<file path="src/design/ing_pkg.sv">
// Shared types, codes and defaults for the impulse noise gate.
// Depends on nothing; every other design file refers to it by scoped names.
`timescale 1ns / 1ps
`default_nettype none

package ing_pkg;

  localparam int WINDOW_DEFAULT = 16;

  localparam int POS_W  = 40;
  localparam int PEAK_W = 16;
  localparam int KIND_W = 2;
  localparam int REFR_W = 24;
  localparam int AMPK_W = 16;
  localparam int MINC_W = 5;
  localparam int CFG_IDX_W  = 2;
  localparam int CFG_DATA_W = 24;
  localparam int PROD_W = PEAK_W + AMPK_W;

  localparam logic [REFR_W-1:0] REFR_RESET = 24'd2560;
  localparam logic [AMPK_W-1:0] AMPK_RESET = 16'd768;
  localparam logic [MINC_W-1:0] MINC_RESET = 5'd8;

  // Register indexes of the configuration port.
  localparam logic [CFG_IDX_W-1:0] CFG_REFRACTORY = 2'd0;
  localparam logic [CFG_IDX_W-1:0] CFG_AMP_K      = 2'd1;
  localparam logic [CFG_IDX_W-1:0] CFG_MIN_COUNT  = 2'd2;

  // Event kind codes.
  localparam logic [KIND_W-1:0] KIND_A = 2'd0;
  localparam logic [KIND_W-1:0] KIND_C = 2'd1;

  typedef enum logic [1:0] {
    GATE_IDLE,
    GATE_WALK,
    GATE_MUL,
    GATE_DECIDE
  } gate_state_t;

  typedef enum logic [1:0] {
    WALK_IDLE,
    WALK_LOAD,
    WALK_CMP,
    WALK_DONE
  } walk_state_t;

  typedef struct packed {
    logic              done;
    logic [PEAK_W-1:0] median;
  } walk_status_t;

endpackage

`default_nettype wire

</file>
<file path="src/design/ing_stream_if.sv">
// Valid/ready channel interfaces for event items and gate results.
// Depends on ing_pkg for the field widths.
`timescale 1ns / 1ps
`default_nettype none

interface ing_in_if;
  logic                        valid;
  logic                        ready;
  logic [ing_pkg::POS_W-1:0]   event_pos;
  logic [ing_pkg::PEAK_W-1:0]  peak_level;
  logic [ing_pkg::KIND_W-1:0]  event_kind;

  modport source (output valid, output event_pos, output peak_level, output event_kind,
                  input ready);
  modport sink   (input valid, input event_pos, input peak_level, input event_kind,
                  output ready);
endinterface

interface ing_out_if;
  logic                        valid;
  logic                        ready;
  logic                        keep;
  logic                        noise;
  logic [ing_pkg::PEAK_W-1:0]  median_peak;

  modport source (output valid, output keep, output noise, output median_peak,
                  input ready);
  modport sink   (input valid, input keep, input noise, input median_peak,
                  output ready);
endinterface

`default_nettype wire

</file>
<file path="src/design/ing_window_ram.sv">
// Peak window store: one write port, one read port with registered read data.
// Depends on ing_pkg for the peak width.
`timescale 1ns / 1ps
`default_nettype none

module ing_window_ram #(
  parameter int WINDOW = ing_pkg::WINDOW_DEFAULT
) (
  input  wire logic                       clk,
  input  wire logic                       we,
  input  wire logic [$clog2(WINDOW)-1:0]  waddr,
  input  wire logic [ing_pkg::PEAK_W-1:0] wdata,
  input  wire logic [$clog2(WINDOW)-1:0]  raddr,
  output logic      [ing_pkg::PEAK_W-1:0] rdata
);

  logic [ing_pkg::PEAK_W-1:0] mem_r [WINDOW];
  logic [ing_pkg::PEAK_W-1:0] rdata_r;

  always_ff @(posedge clk) begin
    if (we) begin
      mem_r[waddr] <= wdata;
    end
    rdata_r <= mem_r[raddr];
  end

  assign rdata = rdata_r;

endmodule

`default_nettype wire

</file>
<file path="src/design/ing_rank_walk.sv">
// Rank walk over the held peaks: finds the element of rank count/2 by counting,
// for each candidate, how many held peaks lie below and at or below it.
// Depends on ing_pkg; reads the window through ing_window_ram's read port.
`timescale 1ns / 1ps
`default_nettype none

module ing_rank_walk #(
  parameter int WINDOW = ing_pkg::WINDOW_DEFAULT
) (
  input  wire logic                         clk,
  input  wire logic                         rst_n,
  input  wire logic                         start,
  input  wire logic [$clog2(WINDOW+1)-1:0]  count,
  output logic      [$clog2(WINDOW)-1:0]    rd_addr,
  input  wire logic [ing_pkg::PEAK_W-1:0]   rd_data,
  output ing_pkg::walk_status_t             status
);

  localparam int IDX_W = $clog2(WINDOW);
  localparam int CNT_W = $clog2(WINDOW + 1);

  ing_pkg::walk_state_t state_r, state_nxt;

  logic [IDX_W-1:0]           i_r, j_r;
  logic [CNT_W-1:0]           n_r, below_r, upto_r;
  logic [ing_pkg::PEAK_W-1:0] cand_r, median_r;

  logic [CNT_W-1:0] below_nxt, upto_nxt, rank;
  logic             last_j, last_i, hit;

  assign below_nxt = below_r + CNT_W'(rd_data < cand_r);
  assign upto_nxt  = upto_r + CNT_W'(rd_data <= cand_r);
  assign rank      = n_r >> 1;
  assign last_j    = (CNT_W'(j_r) == n_r - CNT_W'(1));
  assign last_i    = (CNT_W'(i_r) == n_r - CNT_W'(1));
  assign hit       = (below_nxt <= rank) && (rank < upto_nxt);

  always_comb begin
    state_nxt = state_r;
    unique case (state_r)
      ing_pkg::WALK_IDLE: if (start) state_nxt = ing_pkg::WALK_LOAD;
      ing_pkg::WALK_LOAD: state_nxt = ing_pkg::WALK_CMP;
      ing_pkg::WALK_CMP: begin
        if (last_j) begin
          state_nxt = (hit || last_i) ? ing_pkg::WALK_DONE : ing_pkg::WALK_LOAD;
        end
      end
      ing_pkg::WALK_DONE: state_nxt = ing_pkg::WALK_IDLE;
      default: state_nxt = ing_pkg::WALK_IDLE;
    endcase
  end

  always_comb begin
    rd_addr     = '0;
    status.done = 1'b0;
    unique case (state_r)
      ing_pkg::WALK_IDLE: rd_addr = '0;
      ing_pkg::WALK_LOAD: rd_addr = '0;
      ing_pkg::WALK_CMP: begin
        // Next read is the following comparand, or the next candidate.
        rd_addr = last_j ? (i_r + IDX_W'(1)) : (j_r + IDX_W'(1));
      end
      ing_pkg::WALK_DONE: status.done = 1'b1;
      default: rd_addr = '0;
    endcase
    status.median = median_r;
  end

  always_ff @(posedge clk) begin
    if (!rst_n) begin
      state_r <= ing_pkg::WALK_IDLE;
    end else begin
      state_r <= state_nxt;
    end
  end

  always_ff @(posedge clk) begin
    unique case (state_r)
      ing_pkg::WALK_IDLE: begin
        i_r <= '0;
        n_r <= count;
      end
      ing_pkg::WALK_LOAD: begin
        cand_r  <= rd_data;
        j_r     <= '0;
        below_r <= '0;
        upto_r  <= '0;
      end
      ing_pkg::WALK_CMP: begin
        below_r <= below_nxt;
        upto_r  <= upto_nxt;
        j_r     <= j_r + IDX_W'(1);
        if (last_j) begin
          i_r <= i_r + IDX_W'(1);
          if (hit) begin
            median_r <= cand_r;
          end else if (last_i) begin
            median_r <= '0;
          end
        end
      end
      ing_pkg::WALK_DONE: begin
        i_r <= '0;
      end
      default: begin
        i_r <= '0;
      end
    endcase
  end

endmodule

`default_nettype wire

</file>
<file path="src/design/impulse_noise_gate_top.sv">
// Impulse noise gate top level: configuration registers, gate sequencer,
// refractory and outlier tests, window update and the result register.
// Depends on ing_pkg, ing_stream_if, ing_window_ram and ing_rank_walk.
`timescale 1ns / 1ps
`default_nettype none

// Channel  Direction  Handshake          Contents
// in_ch    sink       valid / ready      event_pos, peak_level, event_kind
// out_ch   source     valid / ready      keep, noise, median_peak
// cfg_*    write      cfg_we, no ready   cfg_index, cfg_wdata
//
// One event is in work at a time. Without an outlier test an event goes from
// capture straight to the decide state; with held peaks the rank walk reads
// candidates and comparands over the single window read port, followed by
// the multiply and decide states. Reset clears the fill count, the oldest slot,
// the position reference and the result valid flag; the window store itself is
// not cleared since only filled slots are ever read. A stalled result holds in
// the output register while the next event is already taken in.

module impulse_noise_gate_top #(
  parameter int WINDOW = ing_pkg::WINDOW_DEFAULT
) (
  input  wire logic                           clk,
  input  wire logic                           rst_n,
  ing_in_if.sink                              in_ch,
  ing_out_if.source                           out_ch,
  input  wire logic                           cfg_we,
  input  wire logic [ing_pkg::CFG_IDX_W-1:0]  cfg_index,
  input  wire logic [ing_pkg::CFG_DATA_W-1:0] cfg_wdata
);

  localparam int IDX_W = $clog2(WINDOW);
  localparam int CNT_W = $clog2(WINDOW + 1);
  localparam int CMP_W = (CNT_W > ing_pkg::MINC_W) ? CNT_W : ing_pkg::MINC_W;

  // Configuration registers.
  logic [ing_pkg::REFR_W-1:0] refr_r;
  logic [ing_pkg::AMPK_W-1:0] ampk_r;
  logic [ing_pkg::MINC_W-1:0] minc_r;

  always_ff @(posedge clk) begin
    if (!rst_n) begin
      refr_r <= ing_pkg::REFR_RESET;
      ampk_r <= ing_pkg::AMPK_RESET;
      minc_r <= ing_pkg::MINC_RESET;
    end else if (cfg_we) begin
      priority case (cfg_index)
        ing_pkg::CFG_REFRACTORY: refr_r <= cfg_wdata;
        ing_pkg::CFG_AMP_K:      ampk_r <= cfg_wdata[ing_pkg::AMPK_W-1:0];
        ing_pkg::CFG_MIN_COUNT:  minc_r <= cfg_wdata[ing_pkg::MINC_W-1:0];
        default: ;
      endcase
    end
  end

  // Window bookkeeping and the position reference of the last clean event.
  logic [CNT_W-1:0]          count_r;
  logic [IDX_W-1:0]          oldest_r;
  logic [ing_pkg::POS_W-1:0] last_pos_r;
  logic                      last_valid_r;

  // Event held while it is in work.
  logic [ing_pkg::POS_W-1:0]  pos_r;
  logic [ing_pkg::PEAK_W-1:0] peak_r;
  logic [ing_pkg::KIND_W-1:0] kind_r;
  logic                       refr_hit_r;
  logic [ing_pkg::PEAK_W-1:0] median_r;
  logic [ing_pkg::PROD_W-1:0] prod_r;

  // Result register.
  logic                       out_valid_r;
  logic                       keep_r, noise_r;
  logic [ing_pkg::PEAK_W-1:0] median_out_r;

  ing_pkg::gate_state_t state_r, state_nxt;

  logic in_xfer, need_median, commit, noise_w, keep_w, full;
  logic [ing_pkg::POS_W:0] pos_diff;
  logic                    refr_hit;
  logic [IDX_W-1:0]        wr_slot;

  ing_pkg::walk_status_t     walk_status;
  logic                      walk_start;
  logic [IDX_W-1:0]          rd_addr;
  logic [ing_pkg::PEAK_W-1:0] rd_data;

  assign in_xfer = in_ch.valid && in_ch.ready;

  // The outlier test needs at least one held peak and min_count of them.
  assign need_median = (count_r != '0) && (CMP_W'(count_r) >= CMP_W'(minc_r));

  // Refractory test on the exact difference: no borrow means the event is not
  // before the reference, then the low bits are the distance.
  assign pos_diff = {1'b0, in_ch.event_pos} - {1'b0, last_pos_r};
  assign refr_hit = last_valid_r && !pos_diff[ing_pkg::POS_W] &&
                    (pos_diff[ing_pkg::POS_W-1:0] < ing_pkg::POS_W'(refr_r));

  // Outlier test compares peak*256 against median*K, only for a nonzero median.
  assign noise_w = refr_hit_r ||
                   ((median_r != '0) &&
                    (ing_pkg::PROD_W'({peak_r, 8'h00}) > prod_r));

  always_comb begin
    unique case (kind_r)
      ing_pkg::KIND_A: keep_w = 1'b1;
      ing_pkg::KIND_C: keep_w = !noise_w;
      default:         keep_w = 1'b0;
    endcase
  end

  // Once the window is full the oldest peak is overwritten in place.
  assign full    = (count_r >= CNT_W'(WINDOW));
  assign wr_slot = full ? oldest_r : count_r[IDX_W-1:0];

  // Next state of the gate sequencer.
  always_comb begin
    state_nxt = state_r;
    unique case (state_r)
      ing_pkg::GATE_IDLE: begin
        if (in_xfer) begin
          state_nxt = need_median ? ing_pkg::GATE_WALK : ing_pkg::GATE_DECIDE;
        end
      end
      ing_pkg::GATE_WALK:   if (walk_status.done) state_nxt = ing_pkg::GATE_MUL;
      ing_pkg::GATE_MUL:    state_nxt = ing_pkg::GATE_DECIDE;
      ing_pkg::GATE_DECIDE: if (commit) state_nxt = ing_pkg::GATE_IDLE;
      default:              state_nxt = ing_pkg::GATE_IDLE;
    endcase
  end

  // Sequencer outputs. The decision waits until the result register is free
  // or is emptied in the same cycle.
  always_comb begin
    in_ch.ready = 1'b0;
    walk_start  = 1'b0;
    commit      = 1'b0;
    unique case (state_r)
      ing_pkg::GATE_IDLE: begin
        in_ch.ready = 1'b1;
        walk_start  = in_ch.valid && need_median;
      end
      ing_pkg::GATE_WALK: ;
      ing_pkg::GATE_MUL:  ;
      ing_pkg::GATE_DECIDE: commit = !out_valid_r || out_ch.ready;
      default: ;
    endcase
  end

  always_ff @(posedge clk) begin
    if (!rst_n) begin
      state_r <= ing_pkg::GATE_IDLE;
    end else begin
      state_r <= state_nxt;
    end
  end

  // Event capture and datapath registers.
  always_ff @(posedge clk) begin
    if (in_xfer) begin
      pos_r      <= in_ch.event_pos;
      peak_r     <= in_ch.peak_level;
      kind_r     <= in_ch.event_kind;
      refr_hit_r <= refr_hit;
      median_r   <= '0;
    end else if (state_r == ing_pkg::GATE_WALK && walk_status.done) begin
      median_r <= walk_status.median;
    end
    if (state_r == ing_pkg::GATE_MUL) begin
      prod_r <= ing_pkg::PROD_W'(median_r) * ing_pkg::PROD_W'(ampk_r);
    end
  end

  // A clean event moves the reference and enters the window. Reads and writes
  // of the window never overlap: the write happens only after the walk is over.
  always_ff @(posedge clk) begin
    if (!rst_n) begin
      count_r      <= '0;
      oldest_r     <= '0;
      last_pos_r   <= '0;
      last_valid_r <= 1'b0;
    end else if (commit && !noise_w) begin
      last_pos_r   <= pos_r;
      last_valid_r <= 1'b1;
      if (!full) begin
        count_r <= count_r + CNT_W'(1);
      end else begin
        oldest_r <= (oldest_r == IDX_W'(WINDOW - 1)) ? '0 : oldest_r + IDX_W'(1);
      end
    end
  end

  // Result register: loads on a decision, empties on an output transfer.
  always_ff @(posedge clk) begin
    if (!rst_n) begin
      out_valid_r <= 1'b0;
    end else if (commit) begin
      out_valid_r <= 1'b1;
    end else if (out_ch.ready) begin
      out_valid_r <= 1'b0;
    end
  end

  always_ff @(posedge clk) begin
    if (commit) begin
      keep_r       <= keep_w;
      noise_r      <= noise_w;
      median_out_r <= median_r;
    end
  end

  assign out_ch.valid       = out_valid_r;
  assign out_ch.keep        = keep_r;
  assign out_ch.noise       = noise_r;
  assign out_ch.median_peak = median_out_r;

  ing_window_ram #(
    .WINDOW (WINDOW)
  ) u_window_ram (
    .clk   (clk),
    .we    (commit && !noise_w),
    .waddr (wr_slot),
    .wdata (peak_r),
    .raddr (rd_addr),
    .rdata (rd_data)
  );

  ing_rank_walk #(
    .WINDOW (WINDOW)
  ) u_rank_walk (
    .clk     (clk),
    .rst_n   (rst_n),
    .start   (walk_start),
    .count   (count_r),
    .rd_addr (rd_addr),
    .rd_data (rd_data),
    .status  (walk_status)
  );

endmodule

`default_nettype wire
</file>
<file path="src/flat_wrapper.sv">
// flat-port wrapper written by rule: the top's interface ports become plain ports
module impulse_noise_gate_top_flat 
#(
  parameter int WINDOW = ing_pkg::WINDOW_DEFAULT
)
  (clk, rst_n, cfg_we, cfg_index, cfg_wdata, in_ch_valid, in_ch_event_pos, in_ch_peak_level, in_ch_event_kind, in_ch_ready, out_ch_valid, out_ch_keep, out_ch_noise, out_ch_median_peak, out_ch_ready);
  ing_in_if in_ch_i ();
  ing_out_if out_ch_i ();
  input  wire logic clk;
  input  wire logic rst_n;
  input  wire logic cfg_we;
  input  wire logic [ing_pkg::CFG_IDX_W-1:0] cfg_index;
  input  wire logic [ing_pkg::CFG_DATA_W-1:0] cfg_wdata;
  input wire logic [$bits(in_ch_i.valid)-1:0] in_ch_valid;
  input wire logic [$bits(in_ch_i.event_pos)-1:0] in_ch_event_pos;
  input wire logic [$bits(in_ch_i.peak_level)-1:0] in_ch_peak_level;
  input wire logic [$bits(in_ch_i.event_kind)-1:0] in_ch_event_kind;
  output wire logic [$bits(in_ch_i.ready)-1:0] in_ch_ready;
  output wire logic [$bits(out_ch_i.valid)-1:0] out_ch_valid;
  output wire logic [$bits(out_ch_i.keep)-1:0] out_ch_keep;
  output wire logic [$bits(out_ch_i.noise)-1:0] out_ch_noise;
  output wire logic [$bits(out_ch_i.median_peak)-1:0] out_ch_median_peak;
  input wire logic [$bits(out_ch_i.ready)-1:0] out_ch_ready;
  assign in_ch_i.valid = in_ch_valid;
  assign in_ch_i.event_pos = in_ch_event_pos;
  assign in_ch_i.peak_level = in_ch_peak_level;
  assign in_ch_i.event_kind = in_ch_event_kind;
  assign in_ch_ready = in_ch_i.ready;
  assign out_ch_valid = out_ch_i.valid;
  assign out_ch_keep = out_ch_i.keep;
  assign out_ch_noise = out_ch_i.noise;
  assign out_ch_median_peak = out_ch_i.median_peak;
  assign out_ch_i.ready = out_ch_ready;
  impulse_noise_gate_top #(.WINDOW(WINDOW)) u_core (.clk(clk), .rst_n(rst_n), .in_ch(in_ch_i), .out_ch(out_ch_i), .cfg_we(cfg_we), .cfg_index(cfg_index), .cfg_wdata(cfg_wdata));
endmodule
</file>
<file path="config.mk">
export PLATFORM = sky130hd
export DESIGN_NAME = impulse_noise_gate_top_flat
export DESIGN_NICKNAME = d
export VERILOG_FILES = /design/src/design/ing_pkg.sv /design/src/design/ing_stream_if.sv /design/src/design/ing_window_ram.sv /design/src/design/ing_rank_walk.sv /design/src/design/impulse_noise_gate_top.sv /design/src/flat_wrapper.sv
export SDC_FILE = /design/constraint.sdc
export NUM_CORES = 1
export LEC_CHECK = 0
export BUFFER_PORTS_ARGS = -buffer_cell sky130_fd_sc_hd__buf_2
export CELL_PAD_IN_SITES_DETAIL_PLACEMENT = 1
export CELL_PAD_IN_SITES_GLOBAL_PLACEMENT = 2
export CORE_MARGIN = 5
export CORE_UTILIZATION = 44
export DETAILED_ROUTE_END_ITERATION = 7
export HOLD_SLACK_MARGIN = 0.05
export PLACE_DENSITY_LB_ADDON = 0.05
export SYNTH_ARGS = -nofsm -noshare
export SYNTH_HDL_FRONTEND = slang
export SYNTH_SLANG_ARGS = --single-unit
</file>
<file path="constraint.sdc">
create_clock -name clk -period 12.5 [get_ports clk]
set_input_delay 1.25 -clock clk [delete_from_list [all_inputs] [get_ports clk]]
set_output_delay 1.25 -clock clk [all_outputs]
set_load 0.05 [all_outputs]
</file>
# [After elaboration in Yosys (flattened, before gate mapping)]
# Memory sizes are Yosys's and may differ from the RTL's. A register that Yosys moved wholly into a read port is not among the register bits.
# Index checks and enable logic that the tools add are counted.
# Widths: inputs -> output; s select.
[totals] register_bits=280 latch_bits=0 ram_bits=256 mem_bits_ro=0 input_bits=89 out_inout_bits=20 word_cells=126 n_memories=1
[memory_table] name="u_core.u_window_ram.mem_r" words=16 width=16 rd=1 rd_ports_with_merged_regs=1 write_ports=1 line_no="ing_window_ram.sv:17" rtl="logic [ing_pkg::PEAK_W-1:0] mem_r [WINDOW];"
[op_classes] addsub=8 multipliers=1 div=0 n_lt_le_gt_ge=8 eq_ne=17 shift=0 muxes=29 bitwise_logic=1 reduce_logical=35
[ops] op="$sub 40x40->41" count=1
[ops] op="$lt 40x24->1" count=1
[ops] op="$gt 24x32->1" count=1
[ops] op="$mul 16x16->32" count=1
[ops] op="$mux 16" count=2
[ops] op="$mux 4" count=5
[ops] op="$pmux 5 s2" count=2
[ops] op="$le 16x16->1" count=1
[ops] op="$lt 16x16->1" count=1
[ops] op="$pmux 2 s4" count=2
[ops] op="$pmux 4 s2" count=2
[ops] op="$reduce_bool 16->1" count=1
[ops] op="$mux 2" count=7
[ops] op="$reduce_and 2->1" count=7
[ops] op="$add 4x1->4 const B" count=3
[ops] op="$add 5x1->5" count=2
[ops] op="$eq 2x2->1 const B" count=5
[ops] op="$eq 4x5->1" count=2
[ops] op="$logic_and 1x1->1" count=9
[ops] op="$eq 2x1->1 const B" count=4
[ops] op="$logic_not 2->1" count=4
[ops] op="$mux 1" count=8
[ops] op="$reduce_bool 2->1" count=4
[ops] op="$ne 2x1->1 const B" count=3
[ops] op="other kinds (15)" count=21

# [Longest topological paths before layout]
# Gate-level depths: netlist (run 1).
[logic_depth] word_depth=8 ltp_mapped=25 mapped_depth_nobuf=25

# [By module]
# A second synthesis (run 1) with hierarchy kept.
[hier_totals] hier_cells=2746 hier_area_um2=32777.7
[by_module_without_submodules] module="impulse_noise_gate_top" n_inst=1 cells_each=2064 area_each_um2=19621.3 seq_area_each_um2=5555.3
[by_module_without_submodules] module="ing_window_ram" n_inst=1 cells_each=432 area_each_um2=10042.1 seq_area_each_um2=8007.7
[by_module_without_submodules] module="ing_rank_walk" n_inst=1 cells_each=250 area_each_um2=3114.2 seq_area_each_um2=1691.6

# [Least setup slack after synthesis (run 1)]
# No wires, ideal clock.
[synth_path] path_type="register to register" start="register u_core.median_r[8] (netlist name)" end="register u_core.prod_r[30] (netlist name) (data pin)" setup_ns=0.262 arrival_ns=6.024 required_ns=12.238 path_slack_ns=6.214 stages_incl_launch_ff=25 path_buffers=3 period_less_slack_ns=6.286 path_cell_list="dfxtp_1 > clkbuf_1 > clkbuf_1 > nand2_1 > fa_1 > fa_1 > fa_1 > fa_1 > inv_1 > fa_1 > inv_1 > fa_1 > inv_1 > ha_1 > clkbuf_1 > a21o_1 > a21o_1 > a2111oi_0 > and3_1 > o211a_1 > nand2b_1 > o211ai_1 > o21bai_1 > a21oi_1 > xor2_1"
[synth_via] elab_chain_len=1
[synth_lines] item="start, declared" line_no="impulse_noise_gate_top.sv:67" rtl="logic [ing_pkg::PEAK_W-1:0] median_r;"
[synth_lines] item="start signal, assigned" line_no="impulse_noise_gate_top.sv:166" rtl="median_r <= walk_status.median;"
[synth_lines] item="$mul 16x16->32" line_no="impulse_noise_gate_top.sv:169" rtl="prod_r <= ing_pkg::PROD_W'(median_r) * ing_pkg::PROD_W'(ampk_r);"
[synth_lines] item="end signal, assigned" line_no="impulse_noise_gate_top.sv:169"
[synth_lines] item="end, declared" line_no="impulse_noise_gate_top.sv:68" rtl="logic [ing_pkg::PROD_W-1:0] prod_r;"
# Every way passes these cells.
# A chain may end at the register's enable or synchronous reset.

# [Final worst setup path (run 1)]
[layout_path] start="register u_core.median_r[9] (netlist name)" end="register u_core.prod_r[31] (netlist name) (data pin)"
# The elaborated chain is that of the path after synthesis.

==> impl_metrics.env, run 1 <==
export IMPL_status="complete, no violations"
export IMPL_finalHoldViolations=0
export IMPL_ant_nets=0
export IMPL_drc=0
export IMPL_final_period_utilization_pct=57.5
export IMPL_path_clk_slew_ns=0.06
export IMPL_synth_edf_count=420
export IMPL_stdcell_area_sq_mm=0.0365
export IMPL_hold_depth=0
export IMPL_num_fill_cells=7859
export IMPL_synth_nets=3388
export IMPL_hold_buffers=0
export IMPL_ys_seq_area_share_pct=46.2
export IMPL_finalSetupViolations=0
export IMPL_hp_class="reg2reg"
export IMPL_power_density_mw_per_mm2=129
export IMPL_yosys_warnings=0
export IMPL_cap_violations=0
export IMPL_nets=3473
export IMPL_required_ns=12.88
export IMPL_ys_ff_latch=552
export IMPL_route_vias_total=21400
export IMPL_cts_tree="done"
export IMPL_cp_top_family="adder cells"
export IMPL_dpl_hpwl_mm=64.1
export IMPL_gp_congestion=0.824
export IMPL_syn2layout_area_growth_pct=10.7
export IMPL_crit_type="reg2reg"
export IMPL_crit_fanout=19
export IMPL_worst_slew_pin_slew_ns=1.02
export IMPL_path_cells="nand2_1, fa_1, fa_1, fa_1, inv_1, fa_1, fa_1, inv_1, fa_1, inv_1, ha_1, a21o_1, nor3_1, a21oi_1, o41ai_1, a211oi_1, a21oi_1, a21oi_1, nor2_1, xnor2_1"
export IMPL_ys_types=87
export IMPL_p_leak_nw=14.7
export IMPL_postSynthAreaPerCell_sq_um=11.5
export IMPL_io_pins=109
export IMPL_dieArea_sq_mm=0.0806
export IMPL_cts_max_level=2
export IMPL_period_needed_ns=7.19
export IMPL_placed_cell_area_sq_mm=0.0345
export IMPL_critPathMostFrequentCell="fa_1"
export IMPL_cts_buffer_depth=3
export IMPL_start_util_pct=44.3
export IMPL_post_cts_resized=0
export IMPL_cp_slowest_stage_delay_ns=0.84
export IMPL_grt_max_degree=91
export IMPL_die_h_um=284
export IMPL_cts_made_buffers=61
export IMPL_track_usage_pct=21.7
export IMPL_overflow=0
export IMPL_cp_start_kind="flip-flop"
export IMPL_path_depth=20
export IMPL_coreArea_sq_mm=0.0744
export IMPL_first_pass_iters=5
export IMPL_antenna_found_initial=0
export IMPL_insertion_delay_ns=0.66
export IMPL_postSynthCellCount=2875
export IMPL_portBuffers=108
export IMPL_slew_viol_final=0
export IMPL_rows=100
export IMPL_max_freq_ghz=0.139
export IMPL_utilization_pct=49.1
export IMPL_synth_area_sq_mm=0.0330
export IMPL_post_cts_buffers=0
export IMPL_rsz0062_at_grt="false"
export IMPL_fin_tns_setup_ns=0
export IMPL_synth_main_ff_cell="edfxtp_1"
export IMPL_fin_skew_ns=0.0450
export IMPL_grt_pass1_vias=23900
export IMPL_grt_pass1_wl_mm=138
export IMPL_critPathArrivalTime_ns=7.57
export IMPL_worst_r2r_cell_count=20
export IMPL_wl_mm=86.6
export IMPL_die_width_um=284
export IMPL_drt_iter0_drc=1316
export IMPL_relSlewSlack_pct=32.0
export IMPL_routedWlPerCell_um=21.8
export IMPL_synth_async_reset_ratio_pct=0
export IMPL_cts_root_buf="clkbuf_16"
export IMPL_cp_end_kind="flip-flop"
export IMPL_ir_drop_mv=0.136
export IMPL_crit_slowest_cell="dfxtp_1"
export IMPL_viasPerCell=5.38
export IMPL_path_buf_inv=3
export IMPL_clock_sinks=552
export IMPL_layout_drive_gt1_share_pct=10.8
logic make-up after synthesis:
kind of cell	after synthesis	synth area share (%)
muxes	78	4.79
and+or+nand+nor	802	11.7
AOI/OAI and AO/OA	428	8.64
buffers and inverters	514	6.07
adders and majority gates	424	20.5
xor gates and xnor gates	77	2.04
DFF	552	46.2
final timing paths:
check | end | startpoint | slack, ns
max | u_core.prod_r[31] | u_core.median_r[9] | 5.31
min | u_core.u_rank_walk.cand_r[1] | u_core.u_window_ram.rdata[1] | 0.44
max reg2reg | u_core.prod_r[31] | u_core.median_r[9] | 5.31
min reg2reg | u_core.u_rank_walk.cand_r[1] | u_core.u_window_ram.rdata[1] | 0.44
layout make-up:
class / instances / area [sq um] / area share (%)
multi-input cells: 1809 / 15800 / 43.2
flip-flops and latches: 552 / 15300 / 41.7
clock buffers: 77 / 1630 / 4.45
inverters: 397 / 1490 / 4.08
well taps: 969 / 1210 / 3.32
repair buffers: 139 / 776 / 2.12
clock inverters: 37 / 388 / 1.06
diodes: 1 / 2.50 / 0.00685
worst register-to-register path, stage by stage, from the launching register on:
cell	delay, ns
dfxtp_1	0.84
nand2_1	0.18
fa_1	0.59
fa_1	0.43
fa_1	0.52
inv_1	0.05
fa_1	0.47
fa_1	0.55
inv_1	0.06
fa_1	0.60
inv_1	0.06
ha_1	0.39
a21o_1	0.21
nor3_1	0.24
a21oi_1	0.16
o41ai_1	0.70
a211oi_1	0.31
a21oi_1	0.28
a21oi_1	0.10
nor2_1	0.12
xnor2_1	0.08
cells in the final DEF, fill, tap and decap left out, types with 13 or more instances in the layout:
master	n
a21boi_0	39
a21o_1	46
a21oi_1	104
a22oi_1	18
and2_1	154
buf_2	107
buf_4	32
clkbuf_16	61
clkinv_2	15
dfxtp_1	132
edfxtp_1	420
fa_1	195
ha_1	229
inv_1	395
mux2i_1	13
mux4_2	64
nand2_1	366
nand2b_1	13
nand3_1	73
nand4_1	24
nor2_1	76
nor2b_1	22
nor3_1	15
o211ai_1	13
o21a_1	13
o21ai_0	95
o221ai_1	19
xnor2_1	44
xor2_1	33
per-stage QoR:
stage / worst slack [ns] / std cells / power (mW) / hold WS, ns
2_1_floorplan: 6.21 / 2875 / 2.72 / 0.406
5_1_grt: 4.97 / 3980 / 4.96 / 0.447
6_report: 5.31 / 3981 / 4.73 / 0.444
3_5_place_dp: 5.25 / 3866 / 2.98 / 0.430
3_3_place_gp: 5.38 / 3866 / 2.94 / 0.420
4_1_cts: 5.23 / 3980 / 4.79 / 0.444
sequential cells by signal (all words and copies together) (netlist names), 5 cells and up:
signal                       flops
u_core.u_window_ram.rdata       16
u_core.u_window_ram.mem_r      256
u_core.u_rank_walk.median_r     16
u_core.ampk_r                   16
u_core.u_rank_walk.cand_r       16
u_core.last_pos_r               40
u_core.median_r                 16
u_core.count_r                   5
u_core.u_rank_walk.upto_r        5
u_core.out_ch.median_peak       16
u_core.minc_r                    5
u_core.prod_r                   32
u_core.pos_r                    40
u_core.peak_r                   16
u_core.u_rank_walk.n_r           5
u_core.refr_r                   24
u_core.u_rank_walk.below_r       5
routing by layer:
metal | vias to the layer above | wire (um) | GRT usage [%] | share of wire [%]
met4 | 0 | 2120 | 5.42 | 2.5
met3 | 94 | 3210 | 2.47 | 3.7
met2 | 384 | 42100 | 37.3 | 49
li1 | 10000 | - | - | -
met5 | - | 0 | 0 | 0
met1 | 10900 | 39100 | 29.5 | 45
synthesized netlist by cell type, types with 22 or more instances:
cell      number  area (sq um)
a21boi_0      39           293
a21o_1        46           345
a21oi_1      105           526
and2_1       155           970
clkbuf_1      88           330
dfxtp_1      132          2640
edfxtp_1     420         12600
fa_1         195          3900
ha_1         229          2870
inv_1        395          1480
mux4_2        64          1440
nand2_1      366          1370
nand3_1       73           365
nand4_1       24           150
nor2_1        78           293
nor2b_1       22           138
o21ai_0       95           475
xnor2_1       44           385
xor2_1        33           289
where the power goes:
part	total [mW]	switching, mW	internal [mW]
sequential	2.27	0.115	2.16
clock	1.80	0.768	1.03
combinational	0.660	0.435	0.225
No activity file was read; power rests on OpenSTA's default activity.
==> run 2: changes to the inputs <==
--- a/config.mk
+++ b/config.mk
@@ -5,11 +5,12 @@
 export SDC_FILE = /design/constraint.sdc
 export NUM_CORES = 1
 export LEC_CHECK = 0
+export ABC_AREA = 1
 export BUFFER_PORTS_ARGS = -buffer_cell sky130_fd_sc_hd__buf_2
 export CELL_PAD_IN_SITES_DETAIL_PLACEMENT = 1
 export CELL_PAD_IN_SITES_GLOBAL_PLACEMENT = 2
 export CORE_MARGIN = 5
-export CORE_UTILIZATION = 44
+export CORE_UTILIZATION = 40
 export DETAILED_ROUTE_END_ITERATION = 7
 export HOLD_SLACK_MARGIN = 0.05
 export PLACE_DENSITY_LB_ADDON = 0.05
==> constraint.sdc (replaced) <==
create_clock -name clk -period 7.5 [get_ports clk]
set_input_delay 0.75 -clock clk [delete_from_list [all_inputs] [get_ports clk]]
set_output_delay 0.75 -clock clk [all_outputs]
set_load 0.05 [all_outputs]
==> run 2 against run 1 <==
  * Core utilization shrank 4.0 points
  * Flip-flop and latch count is the same
  * Maximum frequency grew 11%
  * Total power grew 89%
  * Largest power group unchanged
  * Critical path type unchanged
  * Sequential power grew 70%
==> impl_metrics.env, run 2 <==
export IMPL_worst_slew_pin_slew_ns=1.17
export IMPL_worst_r2r_cell_count=19
export IMPL_whs_ns=0.305
export IMPL_synth_most_common_cell="nand2_1"
export IMPL_coreArea_sq_mm=0.0870
export IMPL_synth_async_reset_ratio_pct=0
export IMPL_ant_nets=0
export IMPL_worstHoldStart="in_ch_peak_level[4]"
export IMPL_top_regs="u_core.u_window_ram.mem_r (256), u_core.last_pos_r (40), u_core.pos_r (40)"
export IMPL_grt_pass1_vias=27300
export IMPL_rows=108
export IMPL_crit_reg2reg_capture="u_core.prod_r[24]"
export IMPL_insertion_delay_ns=0.63
export IMPL_first_pass_iters=5
export IMPL_critPathArrivalTime_ns=6.85
export IMPL_finalSetupViolations=0
export IMPL_track_usage_pct=22.7
export IMPL_finalHoldViolations=0
export IMPL_synthTopCellsByArea="edfxtp_1, fa_1, nand2_1"
export IMPL_viasPerCell=4.91
export IMPL_final_cell_mix="nand2_1, inv_1, edfxtp_1"
export IMPL_hold_buffers=0
export IMPL_postSynthAreaPerCell_sq_um=8.73
export IMPL_dieArea_sq_mm=0.0938
export IMPL_fin_tns_setup_ns=0
export IMPL_cp_end_kind="flip-flop"
export IMPL_cts_root_buf="clkbuf_16"
export IMPL_synth_main_ff_cell="edfxtp_1"
export IMPL_max_freq_ghz=0.154
export IMPL_utilization_pct=45.1
export IMPL_post_cts_resized=0
export IMPL_p_leak_nw=18.9
export IMPL_die_h_um=306
export IMPL_ir_drop_mv=0.171
export IMPL_crit_fanout=19
export IMPL_synthTopCellsByCount="nand2_1, inv_1, edfxtp_1"
export IMPL_fin_skew_ns=0.0294
export IMPL_synth_top_area_cell="edfxtp_1"
export IMPL_die_width_um=306
export IMPL_routedWlPerCell_um=20.2
export IMPL_hp_class="in2reg"
export IMPL_syn2layout_area_growth_pct=11.6
export IMPL_num_fill_cells=10300
export IMPL_nets=4628
export IMPL_ff2ff_setup_slack_ns=1.02
export IMPL_synth_edf_count=420
export IMPL_layout_drive_gt1_share_pct=7.34
export IMPL_power_density_mw_per_mm2=228
export IMPL_final_period_utilization_pct=86.4
export IMPL_ys_ff_latch=552
export IMPL_dpl_hpwl_mm=78.7
export IMPL_slew_viol_final=0
export IMPL_required_ns=7.87
export IMPL_period_needed_ns=6.48
export IMPL_grt_max_degree=91
export IMPL_portBuffers=108
export IMPL_cp_start_kind="flip-flop"
export IMPL_cts_made_buffers=67
export IMPL_cap_violations=0
export IMPL_grt_pass1_wl_mm=165
export IMPL_synth_top_area_share_pct=35.9
export IMPL_antenna_found_initial=3
export IMPL_io_pins=109
export IMPL_final_common_cell="nand2_1"
export IMPL_post_cts_buffers=0
export IMPL_path_clk_slew_ns=0.06
export IMPL_relSlewSlack_pct=21.7
export IMPL_multi_input_area_sq_mm=0.0158
export IMPL_cts_max_level=3
export IMPL_overflow=0
export IMPL_seq_area_sq_mm=0.0153
export IMPL_gp_congestion=0.825
export IMPL_r2r_start="u_core.median_r[8]"
export IMPL_yosys_warnings=0
export IMPL_cts_tree="done"
export IMPL_crit_type="reg2reg"
export IMPL_synth_area_sq_mm=0.0351
export IMPL_status="complete, no violations"
export IMPL_drc=0
export IMPL_ys_types=46
export IMPL_clock_sinks=552
export IMPL_synth_nets=4534
export IMPL_cts_buffer_depth=3
export IMPL_postSynthCellCount=4021
export IMPL_largest_register_ffs=256
export IMPL_route_vias_total=26100
export IMPL_hold_depth=1
export IMPL_wl_mm=107
export IMPL_drt_iter0_drc=1410
export IMPL_top_register="u_core.u_window_ram.mem_r"
export IMPL_rsz0062_at_grt="false"
export IMPL_start_util_pct=40.4
export IMPL_ys_seq_area_share_pct=43.4
export IMPL_hold_end="u_core.peak_r[4]"
[run 2: changes by cell type after synthesis, sizes merged, moves of 64 or more]
cell	before	now
a21oi	106	179
and2	156	2
inv	396	917
mux4	64	0
nand2	366	930
nand3	73	312
nor2	79	241
[run 2: power breakdown]
part	internal [mW]	leakage [nW]	switching (mW)	total (mW)
logic	0.534	12.9	1.25	1.78
registers	3.69	4.94	0.159	3.85
clock network	1.93	1.08	1.36	3.29
[run 2: cell families after synthesis]
| family | after synthesis | synth area share, % |
|---|---|---|
| AO/OA/AOI/OAI | 368 | 5.63 |
| XOR/XNOR | 69 | 1.74 |
| flip-flops | 552 | 43.4 |
| adder cells (fa/ha/maj) | 424 | 19.3 |
| buffers and inverters | 1062 | 11.7 |
| AND/OR/NAND/NOR | 1546 | 18.2 |
[run 2: how the worst max path moves through the flow]
stage / from / end / slack [ns]
2_1_floorplan: u_core.median_r[8] / u_core.prod_r[24] / 1.67
3_3_place_gp: u_core.median_r[8] / u_core.prod_r[24] / 1.12
3_5_place_dp: u_core.median_r[8] / u_core.prod_r[24] / 0.98
4_1_cts: u_core.median_r[8] / u_core.prod_r[24] / 1.0
5_1_grt: u_core.median_r[8] / u_core.prod_r[24] / 0.74
6_report: u_core.median_r[8] / u_core.prod_r[24] / 1.02
[run 2: critical path: stages, from the launching register on]
cell	delay, ns
dfxtp_1	0.92
nand2_1	0.18
fa_1	0.60
fa_1	0.45
fa_1	0.49
fa_1	0.49
inv_1	0.05
fa_1	0.53
inv_1	0.05
fa_1	0.54
inv_1	0.05
ha_1	0.41
nand2_1	0.10
nor2_1	0.11
inv_1	0.04
o21ai_0	0.35
a21boi_0	0.22
o21ai_0	0.36
a21oi_1	0.14
xnor2_1	0.14
[run 2: through the flow]
| step | total power [mW] | instances | area, sq um | worst slack (ns) |
|---|---|---|---|---|
| after floorplan | 5.04 | 4021 | 35100 | 1.67 |
| after global placement | 5.69 | 5201 | 37000 | 1.12 |
| after detailed placement | 5.72 | 5201 | 37000 | 0.985 |
| after CTS | 9.06 | 5324 | 39200 | 0.998 |
| after global routing | 9.42 | 5324 | 39200 | 0.742 |
| final | 8.93 | 5325 | 39200 | 1.02 |
[run 2: routing by layer]
metal  vias to the layer above  GRT usage [%]  part of all wire (%)
met5                         -              0                     0
met4                         0           4.46                   1.6
met3                       100           2.96                   3.9
met2                       389           37.5                    46
met1                     12900           32.5                    48
li1                      12800              -                     -
[run 2: final cells by class]
class                           instances  area share [%]
Tap cell                             1155            3.69
Clock inverter                         32           0.890
Timing Repair Buffer                  170            2.57
Inverter                              917            8.78
Antenna cell                            1         0.00638
Sequential cell                       552            38.9
Clock buffer                           91            4.82
Multi-Input combinational cell       2407            40.3
